[config.mk]
export PLATFORM = sky130hd
export DESIGN_NAME = fixed_point_seven_segment_formatter
export DESIGN_NICKNAME = d
export VERILOG_FILES = /design/src/hdl/fpss_pkg.sv /design/src/hdl/fpss_range.sv /design/src/hdl/fpss_scale.sv /design/src/hdl/fpss_dabble.sv /design/src/hdl/fpss_encode.sv /design/src/hdl/fixed_point_seven_segment_formatter.sv
export VERILOG_INCLUDE_DIRS = /design/src /design/src/hdl
export SDC_FILE = /design/constraint.sdc
export NUM_CORES = 2
export LEC_CHECK = 0
export BUFFER_PORTS_ARGS = -buffer_cell sky130_fd_sc_hd__buf_2
export CAP_MARGIN = 0
export CORE_MARGIN = 8
export CORE_UTILIZATION = 55
export DETAILED_ROUTE_END_ITERATION = 8
export PLACE_DENSITY = 0.74
export SYNTH_ARGS = -nofsm -noshare
export SYNTH_HDL_FRONTEND = slang
export SYNTH_SLANG_ARGS = --single-unit
[constraint.sdc]
create_clock -name i_clk -period 8.2 [get_ports i_clk]
set_clock_uncertainty 0.1 [all_clocks]
set_input_delay 1.64 -clock i_clk [delete_from_list [all_inputs] [get_ports i_clk]]
set_output_delay 1.64 -clock i_clk [all_outputs]
set_load 0.05 [all_outputs]
[src/hdl/assert_macros.svh]
// Assertion macros shared by the formatter RTL.
// Needs i_clk and i_rst_n in the including module.
`ifndef ASSERT_MACROS_SVH
`define ASSERT_MACROS_SVH
`ifndef SYNTH
// Checked outside reset.
`define FPSS_ASSERT(label, prop, msg) \
    label: assert property (@(posedge i_clk) disable iff (!i_rst_n) prop) else $error(msg);
// Checked on every edge, reset included.
`define FPSS_ASSERT_RST(label, prop, msg) \
    label: assert property (@(posedge i_clk) prop) else $error(msg);
`else
`define FPSS_ASSERT(label, prop, msg)
`define FPSS_ASSERT_RST(label, prop, msg)
`endif
`endif

[src/hdl/fpss_pkg.sv]
// Package for the fixed-point seven-segment formatter.
// Widths, segment codes, stage payload types and small lookup functions.
`default_nettype none
package fpss_pkg;

    localparam int FRAC_BITS  = 20;
    localparam int INT_BITS   = 24;
    localparam int VALUE_W    = INT_BITS + FRAC_BITS + 1;
    localparam int IP_W       = VALUE_W - FRAC_BITS;
    localparam int BIN_W      = 24;
    localparam int POW_W      = 20;
    localparam int NUM_DIGITS = 7;
    localparam int BCD_W      = 4 * NUM_DIGITS;
    localparam int CNT_W      = 3;
    localparam int DD_STEPS   = 6;
    localparam int DD_STAGES  = BIN_W / DD_STEPS;

    localparam logic [BIN_W-1:0] OVER_LIMIT = 24'd9999999;

    localparam logic [7:0] SEG_A = 8'd64;
    localparam logic [7:0] SEG_D = 8'd8;
    localparam logic [7:0] SEG_G = 8'd1;
    localparam logic [7:0] SEG_P = 8'd128;
    localparam logic [7:0] SEG_BLANK = 8'd0;

    typedef logic [CNT_W-1:0] t_pos;
    typedef logic [NUM_DIGITS-1:0][7:0] t_segs;

    // after magnitude
    typedef struct packed {
        logic               neg;
        logic [VALUE_W-1:0] mag;
    } t_s1;

    // after range check
    typedef struct packed {
        logic                 neg;
        logic                 over;
        t_pos                 n;
        logic [BIN_W-1:0]     ip;
        logic [FRAC_BITS-1:0] fr;
    } t_s2;

    // after scaling products
    typedef struct packed {
        logic             neg;
        logic             over;
        t_pos             n;
        logic [BIN_W-1:0] pi;
        logic [POW_W-1:0] pf;
    } t_s3;

    // double dabble working item
    typedef struct packed {
        logic             neg;
        logic             over;
        t_pos             n;
        logic [BIN_W-1:0] bin;
        logic [BCD_W-1:0] bcd;
    } t_dd;

    function automatic logic [POW_W-1:0] pow10(input t_pos k);
        logic [POW_W-1:0] r;
        case (k)
            3'd0:    r = 20'd1;
            3'd1:    r = 20'd10;
            3'd2:    r = 20'd100;
            3'd3:    r = 20'd1000;
            3'd4:    r = 20'd10000;
            3'd5:    r = 20'd100000;
            3'd6:    r = 20'd1000000;
            default: r = 20'd0;
        endcase
        return r;
    endfunction

    function automatic logic [7:0] seg_of(input logic [3:0] d);
        logic [7:0] r;
        case (d)
            4'd0:    r = 8'd126;
            4'd1:    r = 8'd48;
            4'd2:    r = 8'd109;
            4'd3:    r = 8'd121;
            4'd4:    r = 8'd51;
            4'd5:    r = 8'd91;
            4'd6:    r = 8'd95;
            4'd7:    r = 8'd112;
            4'd8:    r = 8'd127;
            4'd9:    r = 8'd123;
            default: r = SEG_BLANK;
        endcase
        return r;
    endfunction

endpackage
`default_nettype wire

[src/hdl/fpss_range.sv]
// Stages 1-2: magnitude, integer digit count and overflow check.
// Uses fpss_pkg.
`default_nettype none
module fpss_range (
    input  wire                               i_clk,
    input  wire                               i_rst_n,
    input  wire                               i_valid,
    input  wire signed [fpss_pkg::VALUE_W-1:0] i_value,
    output logic                              o_ready,
    output logic                              o_valid,
    output fpss_pkg::t_s2                     o_data,
    input  wire                               i_ready
);
    import fpss_pkg::*;

    logic         r_v1, r_v2;
    t_s1          r_s1, n_s1;
    t_s2          r_s2, n_s2;
    logic         w_rdy1, w_rdy2;
    logic [VALUE_W-1:0] w_raw;
    logic [IP_W-1:0]    w_ip;
    t_pos               w_cnt;

    assign w_rdy2 = !r_v2 || i_ready;
    assign w_rdy1 = !r_v1 || w_rdy2;

    // |value|; the most negative code maps to 2^(VALUE_W-1) exactly
    always_comb begin
        w_raw      = i_value;
        n_s1.neg   = w_raw[VALUE_W-1];
        n_s1.mag   = w_raw[VALUE_W-1] ? (~w_raw + VALUE_W'(1)) : w_raw;
    end

    // digits in integer part: 1 + number of powers of ten it reaches
    always_comb begin
        w_ip  = r_s1.mag[VALUE_W-1:FRAC_BITS];
        w_cnt = CNT_W'(1);
        for (int j = 1; j < NUM_DIGITS; j++) begin
            if (w_ip >= IP_W'(pow10(CNT_W'(j)))) begin
                w_cnt = w_cnt + CNT_W'(1);
            end
        end
        n_s2.neg  = r_s1.neg;
        n_s2.over = w_ip > IP_W'(OVER_LIMIT);
        n_s2.n    = w_cnt;
        n_s2.ip   = w_ip[BIN_W-1:0];
        n_s2.fr   = r_s1.mag[FRAC_BITS-1:0];
    end

    always_ff @(posedge i_clk) begin
        if (!i_rst_n) begin
            r_v1 <= 1'b0;
            r_v2 <= 1'b0;
        end else begin
            if (w_rdy1) r_v1 <= i_valid;
            if (w_rdy2) r_v2 <= r_v1;
        end
    end

    always_ff @(posedge i_clk) begin
        if (w_rdy1 && i_valid) r_s1 <= n_s1;
        if (w_rdy2 && r_v1)    r_s2 <= n_s2;
    end

    assign o_ready = w_rdy1;
    assign o_valid = r_v2;
    assign o_data  = r_s2;

endmodule
`default_nettype wire

[src/hdl/fpss_scale.sv]
// Stages 3-4: scales integer and fraction parts by 10^k and joins them
// into one 7-digit binary number. Uses fpss_pkg.
`default_nettype none
module fpss_scale (
    input  wire           i_clk,
    input  wire           i_rst_n,
    input  wire           i_valid,
    input  fpss_pkg::t_s2 i_data,
    output logic          o_ready,
    output logic          o_valid,
    output fpss_pkg::t_dd o_data,
    input  wire           i_ready
);
    import fpss_pkg::*;

    logic r_v3, r_v4;
    t_s3  r_s3, n_s3;
    t_dd  r_s4, n_s4;
    logic w_rdy3, w_rdy4;
    logic [POW_W-1:0]           w_pow;
    logic [BIN_W+POW_W-1:0]     w_pi_full;
    logic [FRAC_BITS+POW_W-1:0] w_pf_full;

    assign w_rdy4 = !r_v4 || i_ready;
    assign w_rdy3 = !r_v3 || w_rdy4;

    // k = fraction positions left after the integer digits
    always_comb begin
        w_pow     = pow10(CNT_W'(NUM_DIGITS) - i_data.n);
        w_pi_full = i_data.ip * w_pow;
        w_pf_full = i_data.fr * w_pow;
        n_s3.neg  = i_data.neg;
        n_s3.over = i_data.over;
        n_s3.n    = i_data.n;
        n_s3.pi   = w_pi_full[BIN_W-1:0];
        n_s3.pf   = w_pf_full[FRAC_BITS+POW_W-1:FRAC_BITS];
    end

    always_comb begin
        n_s4.neg  = r_s3.neg;
        n_s4.over = r_s3.over;
        n_s4.n    = r_s3.n;
        n_s4.bin  = r_s3.pi + BIN_W'(r_s3.pf);
        n_s4.bcd  = '0;
    end

    always_ff @(posedge i_clk) begin
        if (!i_rst_n) begin
            r_v3 <= 1'b0;
            r_v4 <= 1'b0;
        end else begin
            if (w_rdy3) r_v3 <= i_valid;
            if (w_rdy4) r_v4 <= r_v3;
        end
    end

    always_ff @(posedge i_clk) begin
        if (w_rdy3 && i_valid) r_s3 <= n_s3;
        if (w_rdy4 && r_v3)    r_s4 <= n_s4;
    end

    assign o_ready = w_rdy3;
    assign o_valid = r_v4;
    assign o_data  = r_s4;

endmodule
`default_nettype wire

[src/hdl/fpss_dabble.sv]
// One double-dabble stage: shifts DD_STEPS binary bits into the BCD word.
// Uses fpss_pkg and assert_macros.svh.
`default_nettype none
`include "assert_macros.svh"
module fpss_dabble (
    input  wire           i_clk,
    input  wire           i_rst_n,
    input  wire           i_valid,
    input  fpss_pkg::t_dd i_data,
    output logic          o_ready,
    output logic          o_valid,
    output fpss_pkg::t_dd o_data,
    input  wire           i_ready
);
    import fpss_pkg::*;

    logic r_valid;
    t_dd  r_data, n_data;
    logic w_rdy;
    logic w_bcd_ok;

    assign w_rdy = !r_valid || i_ready;

    always_comb begin
        logic [BCD_W-1:0] v_bcd;
        logic [BIN_W-1:0] v_bin;
        v_bcd = i_data.bcd;
        v_bin = i_data.bin;
        for (int s = 0; s < DD_STEPS; s++) begin
            for (int g = 0; g < NUM_DIGITS; g++) begin
                if (v_bcd[4*g +: 4] >= 4'd5) begin
                    v_bcd[4*g +: 4] = v_bcd[4*g +: 4] + 4'd3;
                end
            end
            v_bcd = {v_bcd[BCD_W-2:0], v_bin[BIN_W-1]};
            v_bin = {v_bin[BIN_W-2:0], 1'b0};
        end
        n_data      = i_data;
        n_data.bcd  = v_bcd;
        n_data.bin  = v_bin;
    end

    always_ff @(posedge i_clk) begin
        if (!i_rst_n) begin
            r_valid <= 1'b0;
        end else if (w_rdy) begin
            r_valid <= i_valid;
        end
    end

    always_ff @(posedge i_clk) begin
        if (w_rdy && i_valid) r_data <= n_data;
    end

    assign o_ready = w_rdy;
    assign o_valid = r_valid;
    assign o_data  = r_data;

    always_comb begin
        w_bcd_ok = 1'b1;
        for (int g = 0; g < NUM_DIGITS; g++) begin
            if (r_data.bcd[4*g +: 4] > 4'd9) w_bcd_ok = 1'b0;
        end
    end

    `FPSS_ASSERT(a_bcd_digits, r_valid |-> w_bcd_ok, "dabble stage produced a non-decimal digit")

endmodule
`default_nettype wire

[src/hdl/fpss_encode.sv]
// Output stage: BCD digits to segment patterns, point and overflow marks.
// Uses fpss_pkg and assert_macros.svh.
`default_nettype none
`include "assert_macros.svh"
module fpss_encode (
    input  wire             i_clk,
    input  wire             i_rst_n,
    input  wire             i_valid,
    input  fpss_pkg::t_dd   i_data,
    output logic            o_ready,
    output logic            o_valid,
    output logic [7:0]      o_sign,
    output fpss_pkg::t_segs o_segs,
    input  wire             i_ready
);
    import fpss_pkg::*;

    logic       r_valid;
    logic [7:0] r_sign, n_sign;
    t_segs      r_segs, n_segs;
    logic       w_rdy;
    logic [NUM_DIGITS-1:0] w_points;

    assign w_rdy = !r_valid || i_ready;

    // entry 0 is display position 1 (most significant digit)
    always_comb begin
        n_sign = i_data.neg ? SEG_G : SEG_BLANK;
        for (int p = 0; p < NUM_DIGITS; p++) begin
            n_segs[p] = seg_of(i_data.bcd[4*(NUM_DIGITS-1-p) +: 4]);
            if (CNT_W'(p + 1) == i_data.n) begin
                n_segs[p] = n_segs[p] | SEG_P;
            end
            if (i_data.over) begin
                n_segs[p] = i_data.neg ? SEG_D : SEG_A;
            end
        end
    end

    always_ff @(posedge i_clk) begin
        if (!i_rst_n) begin
            r_valid <= 1'b0;
        end else if (w_rdy) begin
            r_valid <= i_valid;
        end
    end

    always_ff @(posedge i_clk) begin
        if (w_rdy && i_valid) begin
            r_sign <= n_sign;
            r_segs <= n_segs;
        end
    end

    assign o_ready = w_rdy;
    assign o_valid = r_valid;
    assign o_sign  = r_sign;
    assign o_segs  = r_segs;

    always_comb begin
        for (int p = 0; p < NUM_DIGITS; p++) begin
            w_points[p] = r_segs[p][7];
        end
    end

    `FPSS_ASSERT(a_one_point, r_valid |-> $onehot0(w_points), "more than one decimal point lit")
    `FPSS_ASSERT(a_sign_code, r_valid |-> (r_sign == SEG_G || r_sign == SEG_BLANK), "bad sign pattern")

endmodule
`default_nettype wire

[src/hdl/fixed_point_seven_segment_formatter.sv]
// Fixed-point seven-segment formatter, top level.
// Pipeline stages: range 2, scale 2, double dabble 4, segment encode 1.
// Throughput: one item per cycle while the output is not stalled.
// Every stage has its own valid bit; a stage refills whenever it is empty or
// its successor moves, so bubbles collapse while the output is stalled.
// Reset (i_rst_n low, synchronous) clears all valid bits; no payload reset.
`default_nettype none
`include "assert_macros.svh"
module fixed_point_seven_segment_formatter (
    input  wire                                i_clk,
    input  wire                                i_rst_n,
    // input channel
    input  wire                                i_in_valid,
    output logic                               o_in_stall,
    input  wire signed [fpss_pkg::VALUE_W-1:0] i_value,
    // result channel
    output logic                               o_out_valid,
    input  wire                                i_out_stall,
    output logic [7:0]                         o_digit_sign,
    output logic [7:0]                         o_digit_one,
    output logic [7:0]                         o_digit_two,
    output logic [7:0]                         o_digit_three,
    output logic [7:0]                         o_digit_four,
    output logic [7:0]                         o_digit_five,
    output logic [7:0]                         o_digit_six,
    output logic [7:0]                         o_digit_seven
);
    import fpss_pkg::*;

    // stage handshake wiring
    logic w_rng_ready, w_rng_valid;
    t_s2  w_rng_data;
    logic w_scl_ready;

    // dabble chain: index 0 is the scale output, DD_STAGES the last stage
    logic w_dd_valid [DD_STAGES+1];
    logic w_dd_ready [DD_STAGES+1];
    t_dd  w_dd_data  [DD_STAGES+1];

    logic  w_enc_ready;
    t_segs w_segs;

    fpss_range u_range (
        .i_clk   (i_clk),
        .i_rst_n (i_rst_n),
        .i_valid (i_in_valid),
        .i_value (i_value),
        .o_ready (w_rng_ready),
        .o_valid (w_rng_valid),
        .o_data  (w_rng_data),
        .i_ready (w_scl_ready)
    );

    // integer and fraction scaled into one number below 10^7 when in range
    fpss_scale u_scale (
        .i_clk   (i_clk),
        .i_rst_n (i_rst_n),
        .i_valid (w_rng_valid),
        .i_data  (w_rng_data),
        .o_ready (w_scl_ready),
        .o_valid (w_dd_valid[0]),
        .o_data  (w_dd_data[0]),
        .i_ready (w_dd_ready[0])
    );

    // binary to BCD, DD_STEPS bits per stage
    for (genvar g = 0; g < DD_STAGES; g++) begin : g_dd
        fpss_dabble u_dabble (
            .i_clk   (i_clk),
            .i_rst_n (i_rst_n),
            .i_valid (w_dd_valid[g]),
            .i_data  (w_dd_data[g]),
            .o_ready (w_dd_ready[g]),
            .o_valid (w_dd_valid[g+1]),
            .o_data  (w_dd_data[g+1]),
            .i_ready (w_dd_ready[g+1])
        );
    end

    assign w_dd_ready[DD_STAGES] = w_enc_ready;

    // result register doubles as the output stage
    fpss_encode u_encode (
        .i_clk   (i_clk),
        .i_rst_n (i_rst_n),
        .i_valid (w_dd_valid[DD_STAGES]),
        .i_data  (w_dd_data[DD_STAGES]),
        .o_ready (w_enc_ready),
        .o_valid (o_out_valid),
        .o_sign  (o_digit_sign),
        .o_segs  (w_segs),
        .i_ready (!i_out_stall)
    );

    assign o_in_stall    = !w_rng_ready;
    assign o_digit_one   = w_segs[0];
    assign o_digit_two   = w_segs[1];
    assign o_digit_three = w_segs[2];
    assign o_digit_four  = w_segs[3];
    assign o_digit_five  = w_segs[4];
    assign o_digit_six   = w_segs[5];
    assign o_digit_seven = w_segs[6];

    `FPSS_ASSERT_RST(a_reset_empties, !i_rst_n |=> !o_out_valid, "result valid right after reset")
    `FPSS_ASSERT(a_free_flow, !i_out_stall |-> !o_in_stall, "input stalled with output free")

endmodule
`default_nettype wire
==> flow_summary.ini <==
[route]
routed_wire_length_per_instance_um = 17.3
finalWirelength_um = 102000
via_count = 32500
firstDrtPassIters = 5
route.detailed.drc = 0
met2_length_um = 51900
met3_wirelength_um = 5660
route.antenna.remaining_nets = 0
drt_iter0_drc = 2006
post_drt_via_cell_ratio = 5.51
routedLengthMet1_um = 41000
dr.max_layer_used = met5

[timing]
final_worst_path_cycle_share_pct = 96.1
setup_total_negative_slack_ns = 0
slew-limit-headroom_pct = 25.9
final-setup-viol-count = 0
timing.fmax_ghz = 0.127
timing.final.hold_violations = 0
slew_violations = 0
fin_crit_ns = 7.88
tightest_slew_ns = 1.11

[floorplan]
row_count = 106
die_area_mm2 = 0.0930
top_level_ports = 115
initial_core_util_pct = 55.2
die_y_um = 305
core_area_mm2 = 0.0832
dieWidth_um = 305

[synth]
synth_top_area_share_pct = 23.5
yosysSeqAreaShare_pct = 26.0
synthArstFlopShare_pct = 0
most_area_consuming_cells_after_synthesis = sky130_fd_sc_hd__edfxtp_1 (23%), sky130_fd_sc_hd__fa_1 (20%), sky130_fd_sc_hd__ha_1 (13%)
yosys.area_share.simple_pct = 13.7
fraction_of_the_mapped_netlist_area_in_compound_gates_pct = 10.8
post_synthesis_xor_xnor_area_fraction_pct = 4.35
synth_warnings = 0
syn_area_per_cell_um2 = 9.98
ys_types = 119
synth_common_cells = sky130_fd_sc_hd__inv_1 (771), sky130_fd_sc_hd__ha_1 (482), sky130_fd_sc_hd__fa_1 (461)
post_synth_instance_area_mm2 = 0.0459
ys_ff_latch = 417
dominantRegCellSynth = sky130_fd_sc_hd__edfxtp_1
synth_top_family_by_area = adder cells
post_synthesis_mux_area_share_pct = 4.31
synth_cells = 4603
adder_cell_fraction_of_synth_area_pct = 33.2
synth.largest_area_cell = sky130_fd_sc_hd__edfxtp_1
synth.most_common_cell = sky130_fd_sc_hd__inv_1
synth_enable_flop_cells = 359

[cells_and_area]
postLayoutCellArea_mm2 = 0.0508
final_net_count = 5778
layout-drive-gt1-share_pct = 13.1
finalCoreUtilization_pct = 61.1
fillers = 6636
flow.area_growth_from_synthesis_pct = 10.5

[worst_setup_path]
cpMaxStageDelayCell = sky130_fd_sc_hd__fa_1
critPathKind = register to register
critical_path_arrival_ns = 8.12
timing.critical_path.fanout_max = 6
critPathRequiredTime_ns = 8.44
setup.worst_path.start_class = register
worstSetupEndpointType = register
cp_common_cell = sky130_fd_sc_hd__fa_1
cpPeakStageDelay_ns = 0.57

[clock_network]
cts_buf_count = 46
clk_pin_slew_ns = 0.07
cts_htree_levels = 2
root_buffer = sky130_fd_sc_hd__clkbuf_16
clock_tree.buffer_depth = 3
cts_tree = done
numClockSinks = 417
worstSkewPairLatency_ns = 0.58

[grt]
initial_antenna_violation_count = 3
grt_remaining_overflow = 0
via_count_of_the_first_global_routing_pass = 33100
grt_pass1_wl_um = 167000
gr-usage-all-layers_pct = 21.6
grt_start_max_net_pins = 58

[outcome]
run_status = completed

[power_and_ir_drop]
part_of_the_power_in_the_clock_network_pct = 40.1
power.ir.vdd_worst_uv = 258
power_share_of_the_combinational_group_pct = 14.9
sw_frac_of_total_pct = 25.8
power.density_cell_area_mw_per_mm2 = 106
leakagePower_nw = 24.3
power.switching_mw = 1.39
p_seq_share_pct = 45.0
power.internal_mw = 4.00

[place]
portBuffers = 107
post_dp_cell_area_mm2 = 0.0483
dp_hpwl_um = 80700
finalWeightedCongestion = 0.930

[min_path]
hold_path_class = register to register

[run]
max_cap_viols = 0
## worst max-delay path, delay by kind of cell, from the launching register on
kind | cells | cell delay (ns)
AOI/OAI and AO/OA | 7 | 1.33
xor gates and xnor gates | 1 | 0.07
adders and majority gates | 8 | 3.83
buffers and inverters | 6 | 0.53
DFF | 1 | 0.48
and+or+nand+nor | 8 | 1.29
## cell usage in the layout (no fill, tap or decap), drive strengths merged, types with 15 or more instances in the layout
cell and count:
clkbuf 53, ha 482, xor2 35, nor2b 100, edfxtp 359, xnor2 187, and3 52, nor3b 18
dfxtp 58, a21oi 163, o21a 40, clkinv 19, and2 211, or2 24, o22ai 19, nand2 373
o31ai 24, or4 15, a21o 45, a21boi 25, buf 273, nand2b 89, mux2i 128, a211oi 24
nand3 55, inv 778, o211ai 29, fa 461, nor2 167, or3 28, nor3 43, mux2 53
o21ai 187
## power groups by stage
stage | Combinational [mW] | Sequential, mW | Clock, mW
floorplan | 0.590 | 2.45 | 0
global placement | 0.736 | 2.47 | 0
detailed placement | 0.759 | 2.47 | 0
CTS | 0.775 | 2.42 | 2.21
global route | 0.901 | 2.43 | 2.28
finish | 0.806 | 2.43 | 2.16
## final cells by class
class | count | area, um2 | share of cell area [%]
multi-input combinational | 3274 | 31100 | 61.3
sequential | 417 | 11900 | 23.5
inverter | 774 | 2910 | 5.73
timing repair buffer | 273 | 1860 | 3.67
tap | 1080 | 1350 | 2.66
clock buffer | 53 | 1190 | 2.34
clock inverter | 32 | 399 | 0.786
antenna | 1 | 2.50 | 0.00493
## logic make-up after synthesis
kind of cell / count (synthesis)
other cells: 1
simple gates: 1214
buf+inv: 918
xor+xnor: 222
flops: 417
compound gates: 707
fa+ha+maj: 943
mux: 181
## path summary, 6_finish.rpt
path	from	to	slack, ns	cells after the start
max	u_range.o_data[46]$_DFFE_PP_	u_scale.r_s3[19]$_DFFE_PP_	0.32	30
min	g_dd[0].u_dabble.o_data[41]$_DFFE_PP_	g_dd[1].u_dabble.o_data[47]$_DFFE_PP_	0.31	0
max reg2reg	u_range.o_data[46]$_DFFE_PP_	u_scale.r_s3[19]$_DFFE_PP_	0.32	30
min reg2reg	g_dd[0].u_dabble.o_data[41]$_DFFE_PP_	g_dd[1].u_dabble.o_data[47]$_DFFE_PP_	0.31	0
## repair_timing
| action | CTS | global route |
|---|---|---|
| endpoints found under the hold margin | 0 | 0 |
| setup buffers | 3 | 41 |
| hold buffers | 0 | 0 |
| resized for setup | 12 | 113 |
| endpoints found under the setup margin | 31 | 63 |
| pin swaps | 2 | 43 |
## through the flow
| step | hold slack (ns) | worst slack [ns] | instances | total power [mW] |
|---|---|---|---|---|
| floorplan | 0.300 | 0.108 | 4609 | 3.04 |
| global placement | 0.300 | 0.0278 | 5774 | 3.20 |
| detailed placement | 0.305 | -0.170 | 5774 | 3.23 |
| CTS | 0.311 | 0.000511 | 5862 | 5.41 |
| global route | 0.312 | -0.101 | 5903 | 5.61 |
| finish | 0.310 | 0.316 | 5904 | 5.40 |
## routing by layer
layer	GRT usage, %	vias to the layer above
met2	39.0	843
li1	-	15600
met3	3.20	210
met5	0	-
met4	6.58	2
met1	26.5	15900
Power figures use the tool's default switching activity.
